**config.mk**
```make
export PLATFORM = sky130hd
export DESIGN_NAME = ikf_front
export DESIGN_NICKNAME = d
export VERILOG_FILES = /design/src/rtl/ikf_pkg.sv /design/src/rtl/ikf_front.sv
export SDC_FILE = /design/constraint.sdc
export NUM_CORES = 2
export LEC_CHECK = 0
export BUFFER_PORTS_ARGS = -buffer_cell sky130_fd_sc_hd__buf_4
export CAP_MARGIN = 20
export CORE_UTILIZATION = 60
export CTS_CLUSTER_DIAMETER = 120
export DETAILED_ROUTE_END_ITERATION = 8
export PLACE_DENSITY = 0.8
export SLEW_MARGIN = 20
export SYNTH_ARGS = -nofsm -noshare
export SYNTH_HDL_FRONTEND = slang
export SYNTH_SLANG_ARGS = --single-unit
```
**constraint.sdc**
```tcl
create_clock -name clk -period 24.5 [get_ports clk]
set_clock_uncertainty 0.2 [all_clocks]
set_input_delay 2.45 -clock clk [delete_from_list [all_inputs] [get_ports clk]]
set_output_delay 2.45 -clock clk [all_outputs]
set_load 0.02 [all_outputs]
```
**src/rtl/ikf_pkg.sv**
```systemverilog
// Shared types, constants and helper functions for the IMU tilt fusion block.
// No dependencies; every other file in rtl/ imports this package.
package ikf_pkg;

  localparam int CORDIC_STEPS = 16;
  localparam int CORDIC_CNT_W = $clog2(CORDIC_STEPS);
  localparam int SQRT_STEPS   = 24;
  localparam int SQRT_CNT_W   = $clog2(SQRT_STEPS);
  localparam int DIV_STEPS    = 32;
  localparam int DIV_CNT_W    = $clog2(DIV_STEPS + 1);

  // Configuration register indexes
  localparam logic [2:0] CFG_Q_ANGLE   = 3'd0;
  localparam logic [2:0] CFG_Q_BIAS    = 3'd1;
  localparam logic [2:0] CFG_R_MEAS    = 3'd2;
  localparam logic [2:0] CFG_DT        = 3'd3;
  localparam logic [2:0] CFG_GAIN      = 3'd4;
  localparam logic [2:0] CFG_PITCH_OFF = 3'd5;
  localparam logic [2:0] CFG_ROLL_OFF  = 3'd6;

  localparam logic [29:0] RST_Q_ANGLE = 30'd1073742;
  localparam logic [29:0] RST_Q_BIAS  = 30'd3221225;
  localparam logic [29:0] RST_R_MEAS  = 30'd32212255;
  localparam logic [15:0] RST_DT      = 16'd655;
  localparam logic [15:0] RST_GAIN    = 16'd3996;

  typedef struct packed {
    logic [29:0]        q_angle;
    logic [29:0]        q_bias;
    logic [29:0]        r_meas;
    logic [15:0]        dt;
    logic [15:0]        gain;
    logic signed [31:0] pitch_off;
    logic signed [31:0] roll_off;
  } cfg_t;

  // One classified sample handed from the front end to the filter engine
  typedef struct packed {
    logic signed [31:0] pitch_meas;
    logic signed [31:0] roll_meas;
    logic signed [15:0] gyro_x;
    logic signed [15:0] gyro_y;
    logic signed [15:0] gyro_z;
  } meas_t;

  // atan(2^-i) in Q16.16 degrees
  function automatic logic signed [31:0] atan_deg(input logic [4:0] idx);
    logic signed [31:0] r;
    unique case (idx)
      5'd0:  r = 32'sd2949120;
      5'd1:  r = 32'sd1740967;
      5'd2:  r = 32'sd919879;
      5'd3:  r = 32'sd466945;
      5'd4:  r = 32'sd234379;
      5'd5:  r = 32'sd117304;
      5'd6:  r = 32'sd58666;
      5'd7:  r = 32'sd29335;
      5'd8:  r = 32'sd14668;
      5'd9:  r = 32'sd7334;
      5'd10: r = 32'sd3667;
      5'd11: r = 32'sd1833;
      5'd12: r = 32'sd917;
      5'd13: r = 32'sd458;
      5'd14: r = 32'sd229;
      5'd15: r = 32'sd115;
      5'd16: r = 32'sd57;
      5'd17: r = 32'sd29;
      5'd18: r = 32'sd14;
      5'd19: r = 32'sd7;
      5'd20: r = 32'sd4;
      5'd21: r = 32'sd2;
      5'd22: r = 32'sd1;
      default: r = 32'sd0;
    endcase
    return r;
  endfunction

  // Truncate toward zero to a multiple of 100 (reciprocal multiply, exact for 16 bits)
  function automatic logic signed [15:0] trunc100(input logic signed [15:0] v);
    logic [16:0] mag;
    logic [29:0] scaled;
    logic [8:0]  quot;
    logic [15:0] whole;
    mag    = v[15] ? (~{v[15], v} + 17'd1) : {1'b0, v};
    scaled = 30'(mag) * 30'd5243;
    quot   = scaled[27:19];
    whole  = 16'(quot) * 16'd100;
    return v[15] ? -whole : whole;
  endfunction

  function automatic logic signed [31:0] sat32(input logic signed [39:0] v);
    logic signed [31:0] r;
    if (!v[39] && (|v[38:31])) begin
      r = 32'sh7FFF_FFFF;
    end else if (v[39] && !(&v[38:31])) begin
      r = 32'sh8000_0000;
    end else begin
      r = v[31:0];
    end
    return r;
  endfunction

endpackage

```
**src/rtl/ikf_front.sv**
```systemverilog
// Front end: accepts raw samples, truncates axes and computes accelerometer
// pitch/roll angles with a bit-serial square root and a vectoring CORDIC. Uses ikf_pkg.
module ikf_front import ikf_pkg::*; (
  input  logic               clk,
  input  logic               rst,
  input  logic               push,
  output logic               full,
  input  logic signed [15:0] accel_x,
  input  logic signed [15:0] accel_y,
  input  logic signed [15:0] accel_z,
  input  logic signed [15:0] gyro_x,
  input  logic signed [15:0] gyro_y,
  input  logic signed [15:0] gyro_z,
  output logic               q_push,
  output meas_t              q_item,
  input  logic               q_full
);

  localparam logic [2:0] F_IDLE   = 3'd0;
  localparam logic [2:0] F_SQUARE = 3'd1;
  localparam logic [2:0] F_SQRT   = 3'd2;
  localparam logic [2:0] F_CINIT  = 3'd3;
  localparam logic [2:0] F_CORDIC = 3'd4;
  localparam logic [2:0] F_PUSH   = 3'd5;

  logic [2:0]               state;
  logic signed [15:0]       ax, ay, az, gx, gy, gz;
  logic                     axis;
  logic                     zero_vec;
  logic [47:0]              rad, root, bitv;
  logic [SQRT_CNT_W-1:0]    scnt;
  logic [CORDIC_CNT_W-1:0]  ccnt;
  logic signed [27:0]       cx, cy;
  logic signed [31:0]       cz;
  logic signed [31:0]       pitch_meas, roll_meas;

  logic signed [15:0] num, sa, sb;
  logic signed [31:0] sq_a, sq_b;
  logic [31:0]        sq_sum;
  logic [47:0]        trial;
  logic signed [31:0] dz, z_next, ang;

  assign num    = axis ? ay : ax;
  assign sa     = axis ? ax : ay;
  assign sb     = az;
  assign sq_a   = sa * sa;
  assign sq_b   = sb * sb;
  assign sq_sum = sq_a + sq_b;
  assign trial  = root + bitv;
  assign dz     = atan_deg(5'(ccnt));
  assign z_next = cy[27] ? (cz - dz) : (cz + dz);
  assign ang    = zero_vec ? 32'sd0 : z_next;

  assign full   = (state != F_IDLE);
  assign q_push = (state == F_PUSH) && !q_full;
  assign q_item = '{pitch_meas: pitch_meas, roll_meas: roll_meas,
                    gyro_x: gx, gyro_y: gy, gyro_z: gz};

  always_ff @(posedge clk) begin
    if (rst) begin
      state <= F_IDLE;
    end else begin
      unique case (state)
        F_IDLE: begin
          if (push) begin
            ax    <= trunc100(accel_x);
            ay    <= trunc100(accel_y);
            az    <= trunc100(accel_z);
            gx    <= trunc100(gyro_x);
            gy    <= trunc100(gyro_y);
            gz    <= trunc100(gyro_z);
            axis  <= 1'b0;
            state <= F_SQUARE;
          end
        end
        F_SQUARE: begin
          rad      <= {sq_sum, 16'b0};
          root     <= '0;
          bitv     <= 48'd1 << 46;
          scnt     <= '0;
          zero_vec <= (sa == 16'sd0) && (sb == 16'sd0) && (num == 16'sd0);
          state    <= F_SQRT;
        end
        F_SQRT: begin
          if (rad >= trial) begin
            rad  <= rad - trial;
            root <= (root >> 1) + bitv;
          end else begin
            root <= root >> 1;
          end
          bitv <= bitv >> 2;
          scnt <= scnt + 1'b1;
          if (scnt == SQRT_CNT_W'(SQRT_STEPS - 1)) begin
            state <= F_CINIT;
          end
        end
        F_CINIT: begin
          cx    <= {4'b0, root[23:0]};
          cy    <= {{4{num[15]}}, num, 8'b0};
          cz    <= '0;
          ccnt  <= '0;
          state <= F_CORDIC;
        end
        F_CORDIC: begin
          // Rotate toward y = 0
          if (cy[27]) begin
            cx <= cx - (cy >>> ccnt);
            cy <= cy + (cx >>> ccnt);
          end else begin
            cx <= cx + (cy >>> ccnt);
            cy <= cy - (cx >>> ccnt);
          end
          cz   <= z_next;
          ccnt <= ccnt + 1'b1;
          if (ccnt == CORDIC_CNT_W'(CORDIC_STEPS - 1)) begin
            if (!axis) begin
              pitch_meas <= -ang;
              axis       <= 1'b1;
              state      <= F_SQUARE;
            end else begin
              roll_meas <= ang;
              state     <= F_PUSH;
            end
          end
        end
        F_PUSH: begin
          if (!q_full) begin
            state <= F_IDLE;
          end
        end
        default: state <= F_IDLE;
      endcase
    end
  end

endmodule

```
### Word-level counts from Yosys, hierarchy flattened

Memories as Yosys holds them, arrays and structs flattened. A register that Yosys moved wholly into a read port is not among the register bits.
Cells that the tools add are included.

* bits in registers: 406
* bits in writable memories: 0
* latch bits: 0
* input bits: 100
* bits in read-only memories: 352
* memories kept: 1

Memory list
* (no name shown): words 16, bits a word 22, read ports 1, clocked after memory_dff 1, write ports 0, line ikf_pkg.sv:49 `unique case (idx)`

* add/subtract/negate cells: 25
* muxes and demuxes: 38
* reduce and logical (&&, ||, !) cells: 21
* equality and inequality tests: 12
* order comparisons: 1
* bitwise operators: 8
* divide/modulo/power cells: 0
* shifts and indexed selects: 2
* multipliers: 14

Operator list (count)
* 48-bit one-hot mux with 2 select lines: 3
* 17-bit by 13-bit multiplier with 28-bit output (second input constant): 6
* 16-bit 2-to-1 mux: 8
* 28-bit one-hot mux with 2 select lines: 2
* 17-bit by 1-bit adder with 17-bit output (second input constant): 6
* 17-bit 2-to-1 mux: 6
* 17-bit inverter: 6
* 48-bit 2-to-1 mux: 2
* 16-bit negation: 6
* 9-bit by 5-bit multiplier with 14-bit output (second input constant): 6
* 32-bit adder: 2
* 16-bit by 16-bit multiplier with 32-bit output: 2
* 32-bit 2-to-1 mux: 2
* 32-bit one-hot mux with 2 select lines: 1
* 28-bit adder: 2
* 28-bit 2-to-1 mux: 2
* 28-bit by 4-bit >>> shifter with 28-bit output: 2
* 28-bit subtractor: 2
* 47-bit by 48-bit adder with 48-bit output: 1
* 48-bit adder: 1
* 48-bit >= comparator: 1
* 16-bit logical NOT: 3
* 48-bit subtractor: 1
* 32-bit negation: 1
* 25 further kinds: 47

### Logic depth before layout (Yosys ltp)

* depth in word-level cells: 7
* gate-level depth with buffers: 45
* depth with buffers taken out: 45

### Least setup slack after synthesis

Ideal clock, no wire load.

* path kind: in2reg
* start: in gyro_y[5]
* end: reg gy[15], data pin
* data arrival time: 11.938 ns
* path slack: 12.099 ns
* buffers on the path: 0
* stages: 35
* setup time: 0.264 ns
* path through: or4_1 > or3_1 > o31ai_1 > xor2_1 > inv_1 > ha_1 > inv_1 > fa_1 > inv_1 > fa_1 > inv_1 > fa_1 > inv_1 > fa_1 > ha_1 > or4_1 > a211oi_1 > o21ai_0 > a221oi_1 > o21ai_1 > o41a_1 > and4_1 > or3_1 > xor2_1 > inv_1 > fa_1 > inv_1 > ha_1 > a21oi_1 > xnor2_1 > or3_1 > or3_1 > or3_1 > o31ai_1 > xnor2_1

* cells in the longest elaborated chain, start to end: 7

Ends and longest elaborated chain
* start: declaration: line ikf_front.sv:12 `input logic signed [15:0] gyro_y,`
* 17-bit inverter: line ikf_pkg.sv:84 `mag = v[15] ? (~{v[15], v} + 17'd1) : {1'b0, v};`
* 17-bit by 1-bit adder with 17-bit output: line ikf_pkg.sv:84
* 17-bit 2-to-1 mux *: line ikf_pkg.sv:84
* 17-bit by 13-bit multiplier with 28-bit output *: line ikf_pkg.sv:85 `scaled = 30'(mag) * 30'd5243;`
* 9-bit by 5-bit multiplier with 14-bit output *: line ikf_pkg.sv:87 `whole = 16'(quot) * 16'd100;`
* 16-bit negation: line ikf_pkg.sv:88 `return v[15] ? -whole : whole;`
* 16-bit 2-to-1 mux *: line ikf_pkg.sv:88
* end signal: assignment: line ikf_front.sv:70 `gy <= trunc100(gyro_y);`
* end: declaration: line ikf_front.sv:27 `logic signed [15:0] ax, ay, az, gx, gy, gz;`

Mark *: on every way between the ends. The rest lies on a longest branch, timed or not.
A chain may end at the register's enable or synchronous reset.

### Worst setup path after layout

Same ends and word-level chain as after synthesis.

==> impl_metrics.yaml <==
synth:
  ys_warn_count: 0
  yosys.area.top_type_share: 0.2293
  synth.largest_area_cell: "fa_1"
  synth-seq-cells: 392
  synthTopCellsByArea: "fa_1 23%, ha_1 20%, edfxtp_1 15%"
  yosys-top-cells-count: "1463 x inv_1, 1175 x ha_1, 845 x fa_1"
  yosysMostFrequentCell: "inv_1"
  synth_edf_count: 367
  synth.distinct_cells: 89
  async_flop_share: 0
  syn-instance-count: 7734
  syn_area_um2: 73780
  synth_ff_type: "edfxtp_1"
  syn_avg_cell_area_um2: 9.540
  yosysSeqAreaShare: 0.1562
clock_network:
  post_cts_buffers: 0
  post_cts_resized: 0
  cts_inserted_buffers: 51
  cts-htree-levels: 2
  tritoncts: "yes"
  cts.reportedPaths.clkPinSlew_ns: 0.06
  clock_latency_ns: 0.66
  clock_sink_count: 392
  clock_path_buffers: 3
  clockRootBuffer: "clkbuf_16"
  ctsHoldBuffers: 0
die:
  rows: 128
  ios: 214
  initial_core_util: 0.6054
  coreArea_um2: 121900
  die_h_um: 352.7
  dieWidth_um: 352.7
  die_area_um2: 124400
layout:
  layout-drive-gt1-share: 0.06239
  area_growth_pct: 6.902
  finalCoreUtilization: 0.6472
  diodes: 0
  fin_nets: 10030
placed_design:
  io_buffer_count: 207
  gp_congestion: 0.9655
  dp_hpwl_um: 137700
  dpl_worst_slack_ns: 10.66
sta:
  period_needed_ns: 13.20
  tns_ns: 0
  setup_violations: 0
  setup_ws_ns: 11.30
  relSlewSlack: 0.2255
  rsz0062_at_grt: "no"
  max_freq_ghz: 0.07573
  worst_pin_slew_ns: 1.132
  fin_crit_sh: 0.5389
  slew_violations: 0
  hold_slack_ns: 0.3818
  hold_viol_final: 0
setup_path:
  r2r_start: "axis"
  rrSetupSlack_ns: 14.43
  crit_required_ns: 24.69
  cp-start-kind: "primary input"
  r2r_cells: 25
  crit_path_top_delay_cell: "xor2_1"
  endpoint_kind: "flip-flop"
  path_class: "primary input to flip-flop"
  cp.arrival_ns: 13.40
  cpPeakStageDelay_ns: 0.86
  r2r-end: "rad[43]"
  cp_max_fo: 10
detailed_routing:
  drtPass1Iterations: 6
  via_per_inst: 5.706
  wl_um: 165600
  vias: 54640
  drtIter0Drc: 3507
  wl_per_cell_um: 17.29
  drtAntennaViolNets: 0
  drc: 0
outcome:
  status: "finished clean"
hold_path:
  hold-path-endpoint: "bitv[26]"
  holdCritStartpoint: "bitv[28]"
  worstHoldPathCells: 1
  hold_path_class: "flip-flop to flip-flop"
job:
  max_cap_viol_count: 0
global_route:
  track_usage: 0.2694
  grt_pass1_wl_um: 277600
  grt_start_max_net_pins: 100
  antenna_found_initial: 6
  overflow: 0
  first_global_vias: 56580
[cell usage in the layout, fill, tap and decap left out, types with 21 or more instances in the layout]
cell,n
a31o_2,30
mux2i_1,54
o21bai_1,71
and3_1,34
inv_1,1462
nor2_1,474
a211oi_1,58
or3_1,51
and2_1,115
or2_2,21
a21oi_1,293
nand3_1,76
xnor2_1,422
o31ai_1,78
nor4_1,23
a31oi_1,78
ha_1,1175
mux4_2,71
nand2_1,440
nor3_1,85
nor2b_1,58
nand4_1,34
dfxtp_1,25
nand2b_1,62
o211ai_1,25
buf_4,237
fa_1,845
xor2_1,304
o21a_1,39
conb_1,50
mux2_2,27
a21o_1,131
clkbuf_16,51
o21ai_0,290
edfxtp_1,367
[per-layer routing]
layer	up-vias	track usage	share of wire
met5	-	0	0.00037
met4	10	0.07687	0.030
met3	311	0.02763	0.054
met2	1508	0.4721	0.50
met1	26660	0.3523	0.42
li1	26150	-	-
[layout make-up]
cell class | count | area, um^2
Fill cell | 9686 | 43000
Clock buffer | 59 | 1306
Sequential cell | 392 | 11520
Clock inverter | 34 | 382.9
Inverter | 1473 | 5530
Multi-Input combinational cell | 5753 | 56290
Timing Repair Buffer | 239 | 1810
Tap cell | 1625 | 2033
[logic make-up (layout without fill, tap and decap cells)]
logic type               Yosys count  count (layout)  share of synthesized area
flip-flops                       392             392                     0.1562
adder cells (fa/ha/maj)         2024            2024                     0.4291
AND/OR/NAND/NOR                 1543            1543                    0.09941
buffers and inverters           1637            1805                    0.08428
multiplexers                     161             161                    0.03610
AO/OA/AOI/OAI                   1249            1249                     0.1087
other                              2              50                  0.0001018
XOR/XNOR                         726             726                    0.08618
[state kept, by name, summed over array words and instances (netlist names), 4 cells and up]
register    cells
bitv           24
root           48
cy             28
az             14
gy             14
gz             14
scnt            5
dz             22
cz             32
rad            48
cx             28
roll_meas      32
ax             14
ay             14
pitch_meas     32
ccnt            4
gx             14
[worst max-delay path: cells and delay by family]
kind,cells,cell delay [ns]
AO/OA/AOI/OAI,8,2.50
adder cells (fa/ha/maj),7,3.12
buffers and inverters,5,0.37
AND/OR/NAND/NOR,8,3.26
XOR/XNOR,5,1.66
[how the worst max path moves through the flow]
stage                   start      to  cells past startpoint
global route        gyro_y[5]  gy[15]                     33
CTS                 gyro_y[5]  gy[15]                     36
detailed placement  gyro_y[5]  gy[15]                     33
finish              gyro_y[5]  gy[15]                     33
global placement    gyro_y[5]  gy[15]                     36
floorplan           gyro_y[5]  gy[15]                     35
[through the flow]
stage	cells	cell area (um^2)
floorplan	7782	73960
global placement	9481	77160
detailed placement	9481	77160
CTS	9574	78840
global route	9575	78870
finish	9575	78870
Power is not shown: default switching activity piles up to over one toggle a cycle in this logic, so the estimate is an artifact.
