<file path="config.mk">
export PLATFORM = sky130hd
export DESIGN_NAME = ikf_fifo
export DESIGN_NICKNAME = d
export VERILOG_FILES = /design/src/rtl/ikf_pkg.sv /design/src/rtl/ikf_fifo.sv
export SDC_FILE = /design/constraint.sdc
export NUM_CORES = 1
export LEC_CHECK = 0
export BUFFER_PORTS_ARGS = -buffer_cell sky130_fd_sc_hd__buf_2
export CORE_MARGIN = 2
export CORE_UTILIZATION = 36
export CTS_BUF_LIST = sky130_fd_sc_hd__clkbuf_8
export CTS_CLUSTER_DIAMETER = 40
export DETAILED_ROUTE_END_ITERATION = 10
export PLACE_DENSITY = 0.6
export SYNTH_ARGS = -nofsm -noshare
export SYNTH_HDL_FRONTEND = slang
export SYNTH_SLANG_ARGS = --single-unit
</file>
<file path="constraint.sdc">
create_clock -name clk -period 9 [get_ports clk]
set_clock_uncertainty 0.15 [all_clocks]
set_input_delay 0.9 -clock clk [delete_from_list [all_inputs] [get_ports clk]]
set_output_delay 0.9 -clock clk [all_outputs]
set_load 0.005 [all_outputs]
</file>
<file path="src/rtl/ikf_pkg.sv">
// Shared types, constants and helper functions for the IMU tilt fusion block.
// No dependencies; every other file in rtl/ imports this package.
package ikf_pkg;

  localparam int CORDIC_STEPS = 16;
  localparam int CORDIC_CNT_W = $clog2(CORDIC_STEPS);
  localparam int SQRT_STEPS   = 24;
  localparam int SQRT_CNT_W   = $clog2(SQRT_STEPS);
  localparam int DIV_STEPS    = 32;
  localparam int DIV_CNT_W    = $clog2(DIV_STEPS + 1);

  // Configuration register indexes
  localparam logic [2:0] CFG_Q_ANGLE   = 3'd0;
  localparam logic [2:0] CFG_Q_BIAS    = 3'd1;
  localparam logic [2:0] CFG_R_MEAS    = 3'd2;
  localparam logic [2:0] CFG_DT        = 3'd3;
  localparam logic [2:0] CFG_GAIN      = 3'd4;
  localparam logic [2:0] CFG_PITCH_OFF = 3'd5;
  localparam logic [2:0] CFG_ROLL_OFF  = 3'd6;

  localparam logic [29:0] RST_Q_ANGLE = 30'd1073742;
  localparam logic [29:0] RST_Q_BIAS  = 30'd3221225;
  localparam logic [29:0] RST_R_MEAS  = 30'd32212255;
  localparam logic [15:0] RST_DT      = 16'd655;
  localparam logic [15:0] RST_GAIN    = 16'd3996;

  typedef struct packed {
    logic [29:0]        q_angle;
    logic [29:0]        q_bias;
    logic [29:0]        r_meas;
    logic [15:0]        dt;
    logic [15:0]        gain;
    logic signed [31:0] pitch_off;
    logic signed [31:0] roll_off;
  } cfg_t;

  // One classified sample handed from the front end to the filter engine
  typedef struct packed {
    logic signed [31:0] pitch_meas;
    logic signed [31:0] roll_meas;
    logic signed [15:0] gyro_x;
    logic signed [15:0] gyro_y;
    logic signed [15:0] gyro_z;
  } meas_t;

  // atan(2^-i) in Q16.16 degrees
  function automatic logic signed [31:0] atan_deg(input logic [4:0] idx);
    logic signed [31:0] r;
    unique case (idx)
      5'd0:  r = 32'sd2949120;
      5'd1:  r = 32'sd1740967;
      5'd2:  r = 32'sd919879;
      5'd3:  r = 32'sd466945;
      5'd4:  r = 32'sd234379;
      5'd5:  r = 32'sd117304;
      5'd6:  r = 32'sd58666;
      5'd7:  r = 32'sd29335;
      5'd8:  r = 32'sd14668;
      5'd9:  r = 32'sd7334;
      5'd10: r = 32'sd3667;
      5'd11: r = 32'sd1833;
      5'd12: r = 32'sd917;
      5'd13: r = 32'sd458;
      5'd14: r = 32'sd229;
      5'd15: r = 32'sd115;
      5'd16: r = 32'sd57;
      5'd17: r = 32'sd29;
      5'd18: r = 32'sd14;
      5'd19: r = 32'sd7;
      5'd20: r = 32'sd4;
      5'd21: r = 32'sd2;
      5'd22: r = 32'sd1;
      default: r = 32'sd0;
    endcase
    return r;
  endfunction

  // Truncate toward zero to a multiple of 100 (reciprocal multiply, exact for 16 bits)
  function automatic logic signed [15:0] trunc100(input logic signed [15:0] v);
    logic [16:0] mag;
    logic [29:0] scaled;
    logic [8:0]  quot;
    logic [15:0] whole;
    mag    = v[15] ? (~{v[15], v} + 17'd1) : {1'b0, v};
    scaled = 30'(mag) * 30'd5243;
    quot   = scaled[27:19];
    whole  = 16'(quot) * 16'd100;
    return v[15] ? -whole : whole;
  endfunction

  function automatic logic signed [31:0] sat32(input logic signed [39:0] v);
    logic signed [31:0] r;
    if (!v[39] && (|v[38:31])) begin
      r = 32'sh7FFF_FFFF;
    end else if (v[39] && !(&v[38:31])) begin
      r = 32'sh8000_0000;
    end else begin
      r = v[31:0];
    end
    return r;
  endfunction

endpackage

</file>
<file path="src/rtl/ikf_fifo.sv">
// Two-entry queue of classified samples between front end and filter engine.
// Depends on ikf_pkg for meas_t.
module ikf_fifo import ikf_pkg::*; (
  input  logic  clk,
  input  logic  rst,
  input  logic  push,
  input  meas_t din,
  output logic  full,
  input  logic  pop,
  output meas_t dout,
  output logic  empty
);

  meas_t      mem [2];
  logic       wr_ptr, rd_ptr;
  logic [1:0] count;

  assign full  = (count == 2'd2);
  assign empty = (count == 2'd0);
  assign dout  = mem[rd_ptr];

  always_ff @(posedge clk) begin
    if (rst) begin
      wr_ptr <= 1'b0;
      rd_ptr <= 1'b0;
      count  <= 2'd0;
    end else begin
      if (push && !full) begin
        mem[wr_ptr] <= din;
        wr_ptr      <= ~wr_ptr;
      end
      if (pop && !empty) begin
        rd_ptr <= ~rd_ptr;
      end
      count <= count + 2'((push && !full) ? 1 : 0) - 2'((pop && !empty) ? 1 : 0);
    end
  end

endmodule

</file>
=== Word level (Yosys, flattened, before mapping) ===
Memories as Yosys holds them, arrays and structs flattened. A register that Yosys moved wholly into a read port is not among the register bits.
Index checks and enable logic that the tools add are counted.

* Equality and inequality tests: 1
* $add $sub $neg: 2
* Multiplexer cells: 7
* Bitwise logic cells: 2
* Reduce and logical (&&, ||, !) cells: 5

{| class="wikitable"
|+ Operator list
! cell !! count
|-
| $mux 1 || 7
|-
| $add 2x1->2 || 1
|-
| $eq 2x2->1 const B || 1
|-
| $logic_and 1x1->1 || 2
|-
| $logic_not 1->1 || 2
|-
| $logic_not 2->1 || 1
|-
| $not 1->1 || 2
|-
| $sub 2x1->2 || 1
|}

* Flip-flop bits (word level): 4
* Output and inout bits: 114
* Bits of input ports: 116
* Memories kept: 1
* Word-level logic and storage cells: 21
* RAM bits: 224

{| class="wikitable"
|+ Memory list
! memory !! words !! width !! read ports !! clocked after Yosys merged registers in !! write ports !! RTL line !! text
|-
| mem || 2 || 112 || 1 || 1 || 1 || ikf_fifo.sv:14 || <nowiki>meas_t mem [2];</nowiki>
|}

=== Longest topological paths before layout ===
Gate-level depths: netlist of run 1.

* Depth after elaboration: 6
* Depth in mapped cells: 8
* Mapped depth without buffers: 8

=== Worst setup path before layout of run 1 ===
OpenSTA, ideal clock, no wires.

* Kind: input-to-reg
* Start: input port push
* End: memory mem[1][0] (netlist bit) (enable)
* Required time: 8.105 ns
* Slack: -0.961 ns
* Stages: 2
* Data arrival time: 9.065 ns
* Cell sequence: nand2b_4 nor3b_1

* Cells in the longest elaborated chain, start to end: 4

{| class="wikitable"
|+ Ends and longest elaborated chain
! what !! RTL line !! text
|-
| start, declared || ikf_fifo.sv:6 || <nowiki>input logic push,</nowiki>
|-
| $logic_and 1x1->1 || ikf_fifo.sv:28 || <nowiki>if (push && !full) begin</nowiki>
|-
| $mux 1 || ikf_fifo.sv:28 ||
|-
| $mux 1 || ikf_fifo.sv:23 || <nowiki>if (rst) begin</nowiki>
|-
| $mux 1 (not written as such) || ikf_fifo.sv:29 || <nowiki>mem[wr_ptr] <= din;</nowiki>
|-
| end, declared || ikf_fifo.sv:14 ||
|}

No other way between the ends.

==> results by group, run 1 <==
Die
  • Initial Util: 0.368
  • Num ports: 230
  • FP Rows: 55
  • DIE AREA: 0.0244 mm^2
  • Core area: 0.0227 mm^2
  • Die height: 156 um
  • Die W: 156 um

Clock network
  • CTS resizes: 0
  • CTS tree: done
  • CTS Buf Count: 38
  • Root Buffer: clkbuf_8
  • Postcts setup bufs: 0
  • Clock sink count: 229
  • Clock slew seen by the registers of the worst setup and hold paths: 0.06 ns
  • Clock latency at the later pin of the worst-skew pair: 0.51 ns
  • CTS H-tree lvls: 2
  • # hold bufs at CTS: 0
  • CTS max path bufs: 3

Finish
  • Most frequent cells in the layout: 229 x buf_2, 224 x edfxtp_1, 113 x mux2_2
  • Post-layout util: 0.461
  • Final instance area: 0.0105 mm^2
  • Most common cell after layout, fill and taps aside: buf_2
  • Nets: 753
  • Layout area overhead: 25.5%
  • Final std cells w/o fill: 948
  • Layout cells sized above 1: 0.597

Synthesis
  • Mapped Area: 0.00835 mm^2
  • Distinct cells, synth: 18
  • Ys Warns: 0
  • Yosys reg bits: 229
  • Post-synthesis cell count: 373
  • Sequential element share of the synthesized area: 0.818
  • Synthesized Nets: 491
  • Synthesized area per cell: 22.4 um^2

Flow run
  • # Max-Cap Violations: 0

Drt
  • DRT iter0 DRCs: 186
  • Average wire per standard cell: 17.0 um
  • Avg Vias per Cell: 4.58
  • Vias: 4342
  • Pre-Repair DR Iteration Count: 4
  • Number of remaining DRC errors: 0
  • ANT nets after route: 0
  • Routed WL: 16100 um

STA
  • Unrepaired setup endpoints after global routing: no
  • Fmax: 0.270 GHz
  • Ratio of final minimum period to clock period: 0.412
  • Worst relative slew slack: 0.428
  • Slew @ Worst Pin: 0.859 ns
  • Final Critical Period: 3.71 ns
  • Final-report max-slew violation count: 0
  • Sum Neg Setup Slack: 0 ns
  • Final setup fails: 0
  • Hold Violations, Final: 0

Outcome
  • Outcome: completed

Setup path
  • Arr. time, crit path: 2.66 ns
  • Setup crit start kind: flip-flop
  • Setup crit end kind: output pin
  • Crit path required time: 7.95 ns
  • Critical path class: reg2out
  • Worst Path Max Fanout: 58

Power and ir drop
  • VDD IR max: 0.147 mV
  • Comb power frac: 0.200
  • Sequential power share: 0.505
  • Clock Power Share: 0.294
  • Power consumption: 2.68 mW
  • Switch Pwr: 669 uW
  • Leakage power: 3.92 nW
  • Pwr Density: 255 mW/mm^2
  • Switching share of total power: 0.250
  • Pint: 2.01 mW

GRT
  • Initial antenna violation count: 3
  • Global-route wire length before repair: 24000 um
  • Largest net degree at the start of global routing: 61
  • Total grt overflow: 0
  • Vias in the first global route: 4806
  • Gr usage total: 0.128

Placed design
  • Port buffer count: 229
  • Placed cell count: 880
  • Hpwl dp: 10400 um
  • Area after DPL: 0.00980 mm^2
  • GPL Wtd Cong: 0.697

Min path
  • Min-delay worst type: reg2reg
-- cells by family (layout without fill, tap and decap cells) --
family | after synthesis | after routing | share of synthesized area
mux | 113 | 113 | 0.152
compound gates | 1 | 1 | 0.000900
fa+ha+maj | 2 | 2 | 0.00300
other cells | 0 | 3 | 0
buf+inv | 13 | 300 | 0.0139
simple gates | 13 | 13 | 0.00989
xor+xnor | 2 | 2 | 0.00210
flops | 229 | 229 | 0.818
-- layer usage --
layer	up-vias	wire length [um]	GRT usage
met4	0	421	0.0581
met5	-	0	0
met2	185	7580	0.207
met1	2099	6490	0.147
li1	2019	-	-
met3	39	1590	0.0548
-- sequential cells by signal, indices dropped and copies added (netlist names), named ones only --
register / count
rd_ptr: 1
mem: 224
wr_ptr: 1
count: 2
-- worst max-delay path: stages, from the launching register on --
cell and delay [ns]:
dfxtp_4 0.85, buf_4 0.72, mux2_2 0.43, buf_2 0.13
-- layout make-up --
cell class	instances	area, um^2
fill	1999	12200
sequential	229	6830
multi-input combinational	131	1430
timing repair buffer	234	1180
clock buffer	42	578
tap	285	357
clock inverter	23	86.3
antenna	3	7.51
inverter	1	3.75
-- final timing paths --
check / from / end / slack (ns) / cells past startpoint
max: flip-flop / dout[59] / 5.29 / 3
min reg2reg: rd_ptr / rd_ptr / 0.40 / 2
min: rd_ptr / rd_ptr / 0.40 / 2
max reg2reg: count[1] / mem[1][34] / 6.11 / 5
-- metrics by stage --
stage | hold slack [ns] | worst slack [ns]
2_1_floorplan | 0.331 | 3.02
3_3_place_gp | 0.358 | 5.74
3_5_place_dp | 0.373 | 5.68
4_1_cts | 0.373 | 5.17
5_1_grt | 0.386 | 5.08
6_report | 0.402 | 5.29
-- cells in the mapped netlist --
cell type / n / area, um^2
and2_1: 1 / 6.26
buf_2: 3 / 15.0
buf_4: 1 / 7.51
buf_6: 8 / 90.1
dfxtp_1: 5 / 100
edfxtp_1: 224 / 6730
ha_1: 2 / 25.0
inv_1: 1 / 3.75
mux2_2: 113 / 1270
nand2b_4: 1 / 13.8
nor2_1: 5 / 18.8
nor2b_1: 2 / 12.5
nor2b_4: 1 / 13.8
nor3_1: 2 / 10.0
nor3b_1: 1 / 7.51
o21a_1: 1 / 7.51
xnor2_1: 1 / 8.76
xor2_1: 1 / 8.76
-- power by group through the flow --
stage / Combinational, mW / Clock, mW / Sequential (mW)
2_1_floorplan: 0.367 / 0 / 1.34
3_3_place_gp: 0.534 / 0 / 1.37
3_5_place_dp: 0.544 / 0 / 1.38
4_1_cts: 0.549 / 0.821 / 1.36
5_1_grt: 0.586 / 0.864 / 1.37
6_report: 0.536 / 0.787 / 1.35
Power figures use the tool's default switching activity.
==> inputs of run 2 (changes only) <==
--- a/config.mk
+++ b/config.mk
@@ -5,13 +5,14 @@
 export SDC_FILE = /design/constraint.sdc
 export NUM_CORES = 1
 export LEC_CHECK = 0
+export ABC_AREA = 1
 export BUFFER_PORTS_ARGS = -buffer_cell sky130_fd_sc_hd__buf_2
 export CORE_MARGIN = 2
 export CORE_UTILIZATION = 36
 export CTS_BUF_LIST = sky130_fd_sc_hd__clkbuf_8
 export CTS_CLUSTER_DIAMETER = 40
 export DETAILED_ROUTE_END_ITERATION = 10
-export PLACE_DENSITY = 0.6
+export PLACE_DENSITY = 0.58
 export SYNTH_ARGS = -nofsm -noshare
 export SYNTH_HDL_FRONTEND = slang
 export SYNTH_SLANG_ARGS = --single-unit
==> constraint.sdc (replaced) <==
create_clock -name clk -period 3.68 [get_ports clk]
set_clock_uncertainty 0.15 [all_clocks]
set_input_delay 0.368 -clock clk [delete_from_list [all_inputs] [get_ports clk]]
set_output_delay 0.368 -clock clk [all_outputs]
set_load 0.005 [all_outputs]
==> run 2 against run 1 <==
Net effect:
- largest power group unchanged
- sequential share of layout area decreased by 6.8 points
- critical endpoint is now dout[66]
- final area increased by 12%
- worst setup slack got worse by 4.2 ns
- global-route usage increased by 1.3 points
- critical path type unchanged
- synthesized cell count increased by 4.0%
- wire length increased by 8.8%
- core utilization increased by 5.4 points
- clock-buffer cell count decreased by 1
- via count increased by 12%
==> results by group, run 2 <==
Clock network
  • CTS resizes: 0 (unchanged)
  • CTS tree: done
  • Clock latency at the later pin of the worst-skew pair: 0.50 ns (about the same)
  • CTS max path bufs: 3 (unchanged)
  • Root Buffer: clkbuf_8
  • CTS Buf Count: 40 (+5.3%)
  • Clock sink count: 229 (unchanged)
  • Clock slew seen by the registers of the worst setup and hold paths: 0.06 ns (about the same)
  • CTS H-tree lvls: 2 (unchanged)

Drt
  • Routed WL: 17500 um (+8.8%)
  • Number of remaining DRC errors: 0 (unchanged)
  • Vias: 4862 (+12%)
  • DRT iter0 DRCs: 175 (-5.9%)
  • Pre-Repair DR Iteration Count: 5 (+1)
  • Avg Vias per Cell: 4.50 (-1.7%)
  • ANT nets after route: 0 (unchanged)
  • Average wire per standard cell: 16.2 um (-4.5%)

Setup path
  • Setup crit end kind: output pin
  • Arr. time, crit path: 2.10 ns (-0.56 ns)
  • Setup crit start kind: flip-flop
  • Critical path class: reg2out
  • Crit path required time: 3.16 ns (-4.79 ns)
  • Worst Path Max Fanout: 31 (-47%)

STA
  • Final-report max-slew violation count: 0 (unchanged)
  • Sum Neg Setup Slack: 0 ns (unchanged)
  • Final Critical Period: 2.62 ns
  • Final setup fails: 0 (unchanged)
  • Unrepaired setup endpoints after global routing: no
  • Worst relative slew slack: 0.476 (+0.0484)
  • Hold Violations, Final: 0 (unchanged)
  • Slew @ Worst Pin: 0.786 ns (-0.0727 ns)
  • Ratio of final minimum period to clock period: 0.712
  • Fmax: 0.382 GHz

GRT
  • Total grt overflow: 0 (unchanged)
  • Vias in the first global route: 5359 (+12%)
  • Initial antenna violation count: 0 (-3)
  • Largest net degree at the start of global routing: 58 (-4.9%)
  • Global-route wire length before repair: 26500 um (+10%)
  • Gr usage total: 0.140 (+0.0127)

Synthesis
  • Count leader, synth: edfxtp_1
  • Post-synthesis cell count: 388 (+4.0%)
  • Distinct cells, synth: 13 (-5)
  • Asr flop ratio synth: 0 (unchanged)
  • Leading area contributor after synthesis: edfxtp_1
  • Synthesized area per cell: 21.5 um^2 (-3.8%)
  • Synth top area share: 0.805 (about the same)
  • Yosys reg bits: 229 (unchanged)
  • Mapped Area: 0.00836 mm^2 (about the same)
  • Synthesized Nets: 506 (+3.1%)
  • Synth top area cells: edfxtp_1 81%, mux2_2 15%, dfxtp_1 1.2%
  • Post-synth EDFFs: 224 (unchanged)
  • Most common library cells after synthesis: 224 x edfxtp_1, 112 x mux2_2, 11 x nor2_1
  • Ys Warns: 0 (unchanged)
  • Ys flop type: edfxtp_1
  • Sequential element share of the synthesized area: 0.817 (about the same)

Finish
  • Max reg flops: 224 (unchanged)
  • Reg with most FFs: mem
  • Most frequent cells in the layout: 229 x buf_2, 224 x edfxtp_1, 114 x dlygate4sd3_1
  • Nets: 885 (+18%)
  • Most common cell after layout, fill and taps aside: buf_2
  • Layout cells sized above 1: 0.497 (-0.100)
  • Diode count: 0 (-3)
  • Layout area overhead: 40.0%
  • Biggest regs: mem (224), count (2)

Die
  • Core area: 0.0227 mm^2 (unchanged)
  • Die height: 156 um (about the same)
  • Die W: 156 um (about the same)
  • FP Rows: 55 (unchanged)
  • Initial Util: 0.368 (about the same)
  • Num ports: 230 (unchanged)
  • DIE AREA: 0.0244 mm^2 (about the same)

Power and ir drop
  • VDD IR max: 0.293 mV (+98%)
  • Pwr Density: 568 mW/mm^2 (+120%)
  • Leakage power: 4.45 nW (+14%)
  • Power consumption: 6.64 mW (+150%)

Placed design
  • Port buffer count: 229 (unchanged)
  • GPL Wtd Cong: 0.757 (+8.6%)
  • Hpwl dp: 10900 um (+4.2%)

Min path
  • Min-delay worst type: in2reg

Outcome
  • Outcome: completed

Flow run
  • # Max-Cap Violations: 0 (unchanged)
run 2: changes by cell type in the layout (fill, tap and decap cells not counted), sizes merged, moves of 5 or more:
cell	change
dlygate4sd3	+114
nand2	+7
nor2	+6
clkinv	+7
inv	+5
run 2: cells by family after synthesis:
kind of cell    share of synthesized area
mux                                 0.151
flops                               0.817
buf+inv                            0.0180
simple gates                      0.00928
fa+ha+maj                         0.00299
compound gates                    0.00180
run 2: through the flow:
stage	util	cells	hold WS, ns	cell area, um^2	setup WS (ns)
2_1_floorplan	-	388	0.289	8360	0.256
3_3_place_gp	0.433	896	0.348	9830	1.55
3_5_place_dp	0.433	896	0.355	9830	1.49
4_1_cts	0.515	1080	0.0352	11700	0.992
5_1_grt	0.515	1080	0.0838	11700	0.923
6_report	0.515	1080	0.0885	11700	1.06
run 2: worst paths after layout:
check             slack, ns    endpoint  cells past startpoint       from
hold reg to reg        0.37      rd_ptr                      2     rd_ptr
setup / recovery       1.06    dout[66]                      3  flip-flop
setup reg to reg       1.50  mem[0][42]                      6   count[1]
hold / removal         0.09      wr_ptr                      4       push
run 2: final cells by class:
cell class	count	area (um^2)
fillers	1902	11000
flip-flops and latches	229	6830
clock inverters	29	166
multi-input cells	137	1390
repair buffers	349	2360
inverters	10	40.0
clock buffers	41	564
well taps	285	357
run 2: power breakdown:
part	internal, mW	total (mW)	switching [mW]
registers	3.14	3.23	0.0940
clock network	1.17	2.10	0.935
logic	0.703	1.31	0.609
total	5.01	6.64	1.64
run 2: what timing repair did:
action,CTS,global route
hold endpoints to repair,228,0
setup buffers,0,0
hold buffers,114,0
run 2: worst max-delay path, cell delays in order, from the launching register on:
cell and delay, ns:
dfxtp_4 0.62, buf_4 0.42, mux2_2 0.40, buf_2 0.13
run 2: metal layers:
| layer | global-route usage | share of wire | up-vias | wire length [um] |
|---|---|---|---|---|
| li1 | - | - | 2278 | - |
| met1 | 0.154 | 0.40 | 2368 | 6930 |
| met2 | 0.249 | 0.50 | 180 | 8810 |
| met3 | 0.0490 | 0.075 | 36 | 1310 |
| met4 | 0.0572 | 0.026 | 0 | 452 |
| met5 | 0 | 0 | - | 0 |
==> inputs of run 3 (changes only) <==
--- a/config.mk
+++ b/config.mk
@@ -12,7 +12,7 @@
 export CTS_BUF_LIST = sky130_fd_sc_hd__clkbuf_8
 export CTS_CLUSTER_DIAMETER = 40
 export DETAILED_ROUTE_END_ITERATION = 10
-export PLACE_DENSITY = 0.58
+export PLACE_DENSITY = 0.6
 export SYNTH_ARGS = -nofsm -noshare
 export SYNTH_HDL_FRONTEND = slang
 export SYNTH_SLANG_ARGS = --single-unit
==> constraint.sdc (replaced) <==
create_clock -name clk -period 2.3 [get_ports clk]
set_clock_uncertainty 0.15 [all_clocks]
set_input_delay 0.23 -clock clk [delete_from_list [all_inputs] [get_ports clk]]
set_output_delay 0.23 -clock clk [all_outputs]
set_load 0.005 [all_outputs]
==> run 3 against run 2 <==
Net effect:
- sequential cell count did not move
- final area rose by 0.40%
- largest power group unchanged
- final cell count barely moved
- largest cell class unchanged
- core utilization rose by 0.20 points
- sequential power rose by 58%
- critical path depth did not move
- critical endpoint is now dout[65]
- critical path type unchanged
==> results by group, run 3 (same netlist as run 2, synthesis figures left out) <==
Placed design
  • GPL Wtd Cong: 0.786 (+3.8%)
  • Port buffer count: 229 (unchanged)
  • Area after DPL: 0.00988 mm^2 (+0.56%)
  • Hpwl dp: 10400 um (-4.7%)
  • Post-Place Setup Slack: 0.319 ns (-1.17 ns)

Finish
  • Layout area overhead: 40.6%
  • Layout cells sized above 1: 0.503 (+0.00566)
  • Register area: 0.00683 mm^2 (about the same)
  • Reg with most FFs: mem
  • Most frequent cells in the layout: 229 x buf_2, 224 x edfxtp_1, 115 x dlygate4sd3_1
  • Most common cell after layout, fill and taps aside: buf_2
  • Nets: 887 (+0.23%)
  • Biggest regs: mem (224), count (2)
  • Diode count: 0 (unchanged)
  • Final instance area: 0.0117 mm^2 (+0.40%)
  • Max reg flops: 224 (unchanged)
  • Multi-input gate area: 0.00139 mm^2 (+0.18%)
  • Fill count: 1855 (-2.5%)

Drt
  • Number of remaining DRC errors: 0 (unchanged)
  • Routed WL: 17000 um (-2.9%)
  • ANT nets after route: 0 (unchanged)
  • Vias: 4889 (+0.56%)
  • DRT iter0 DRCs: 231 (+32%)
  • Pre-Repair DR Iteration Count: 4 (-1)
  • Average wire per standard cell: 15.7 um (-2.9%)
  • Avg Vias per Cell: 4.52 (+0.46%)

Die
  • Core area: 0.0227 mm^2 (unchanged)
  • DIE AREA: 0.0244 mm^2 (unchanged)
  • FP Rows: 55 (unchanged)
  • Num ports: 230 (unchanged)
  • Die W: 156 um (unchanged)
  • Die height: 156 um (unchanged)
  • Initial Util: 0.368 (unchanged)

Setup path
  • Worst Path Max Fanout: 56 (+81%)
  • FF-to-FF path depth: 10 (+4)
  • Crit path required time: 1.92 ns (-1.24 ns)
  • Arr. time, crit path: 1.73 ns (-0.37 ns)
  • Setup crit start kind: flip-flop
  • Critical path class: reg2out
  • Setup crit end kind: output pin

Clock network
  • Clock slew seen by the registers of the worst setup and hold paths: 0.05 ns (about the same)
  • CTS H-tree lvls: 2 (unchanged)
  • CTS tree: done
  • CTS max path bufs: 3 (unchanged)
  • CTS resizes: 0 (unchanged)
  • Root Buffer: clkbuf_8
  • Postcts setup bufs: 0 (unchanged)
  • # hold bufs at CTS: 115 (+0.88%)
  • Clock latency at the later pin of the worst-skew pair: 0.51 ns (about the same)
  • CTS Buf Count: 41 (+2.5%)
  • Clock sink count: 229 (unchanged)

STA
  • Sum Neg Setup Slack: 0 ns (unchanged)
  • Hold Violations, Final: 0 (unchanged)
  • Setup ws final: 0.194 ns (-0.866 ns)
  • Fmax: 0.475 GHz
  • Ratio of final minimum period to clock period: 0.915
  • Final setup fails: 0 (unchanged)
  • Final-report max-slew violation count: 0 (unchanged)
  • Worst relative slew slack: 0.695 (+0.219)
  • Unrepaired setup endpoints after global routing: no
  • Slew @ Worst Pin: 0.452 ns (-0.334 ns)
  • Final Critical Period: 2.11 ns

GRT
  • Global-route wire length before repair: 25700 um (-3.1%)
  • Largest net degree at the start of global routing: 61 (+5.2%)
  • Gr usage total: 0.135 (-0.00582)
  • Vias in the first global route: 5409 (+0.93%)
  • Total grt overflow: 0 (unchanged)
  • Initial antenna violation count: 0 (unchanged)

Flow run
  • # Max-Cap Violations: 0 (unchanged)

Power and ir drop
  • Leakage power: 4.44 nW (-0.18%)
  • VDD IR max: 0.596 mV (+100%)
  • Pwr Density: 900 mW/mm^2 (+59%)

Min path
  • WHS Path Cells: 2 (-2)
  • Min-delay worst type: in2reg

Outcome
  • Outcome: completed
==> run 3: routing by layer <==
layer  wire length, um  track usage  vias up
met2              8410        0.239      207
met5                 0            0        -
li1                  -            -     2294
met3              1360       0.0457       45
met4               506       0.0603        0
met1              6720        0.145     2343
==> run 3: path summary, 6_finish.rpt <==
| check | slack [ns] | end | startpoint |
|---|---|---|---|
| setup / recovery | 0.19 | dout[65] | flip-flop |
| hold / removal | 0.29 | mem[0][100] | din[100] |
| setup reg to reg | 0.27 | count[1] | count[1] |
| hold reg to reg | 0.36 | rd_ptr | rd_ptr |
==> run 3: cell type report <==
cell class	count	share of cell area
Sequential cell	229	0.582
Multi-Input combinational cell	137	0.118
Clock inverter	26	0.00905
Tap cell	285	0.0304
Clock buffer	44	0.0515
Inverter	10	0.00351
Timing Repair Buffer	350	0.206
==> run 3: worst max-delay path: stages, from the launching register on <==
cell and delay, ns:
dfxtp_4 0.37, buf_12 0.28, mux2_2 0.38, buf_2 0.13
==> run 3: metrics by stage <==
step           cells  hold WS, ns  power (mW)   util
4_1_cts         1081        0.242        10.8  0.517
5_1_grt         1081        0.248        11.1  0.517
6_report        1081        0.287        10.6  0.517
3_5_place_dp     896        0.272        7.27  0.435
3_3_place_gp     896        0.267        7.19  0.435
2_1_floorplan    388        0.151        6.41      -
==> run 3: report_power, final <==
group / leakage [nW] / internal, mW / switching, mW
clock network: 0.405 / 1.74 / 1.52
logic: 1.94 / 1.16 / 1.04
registers: 2.09 / 5.02 / 0.0950
total: 4.44 / 7.92 / 2.66
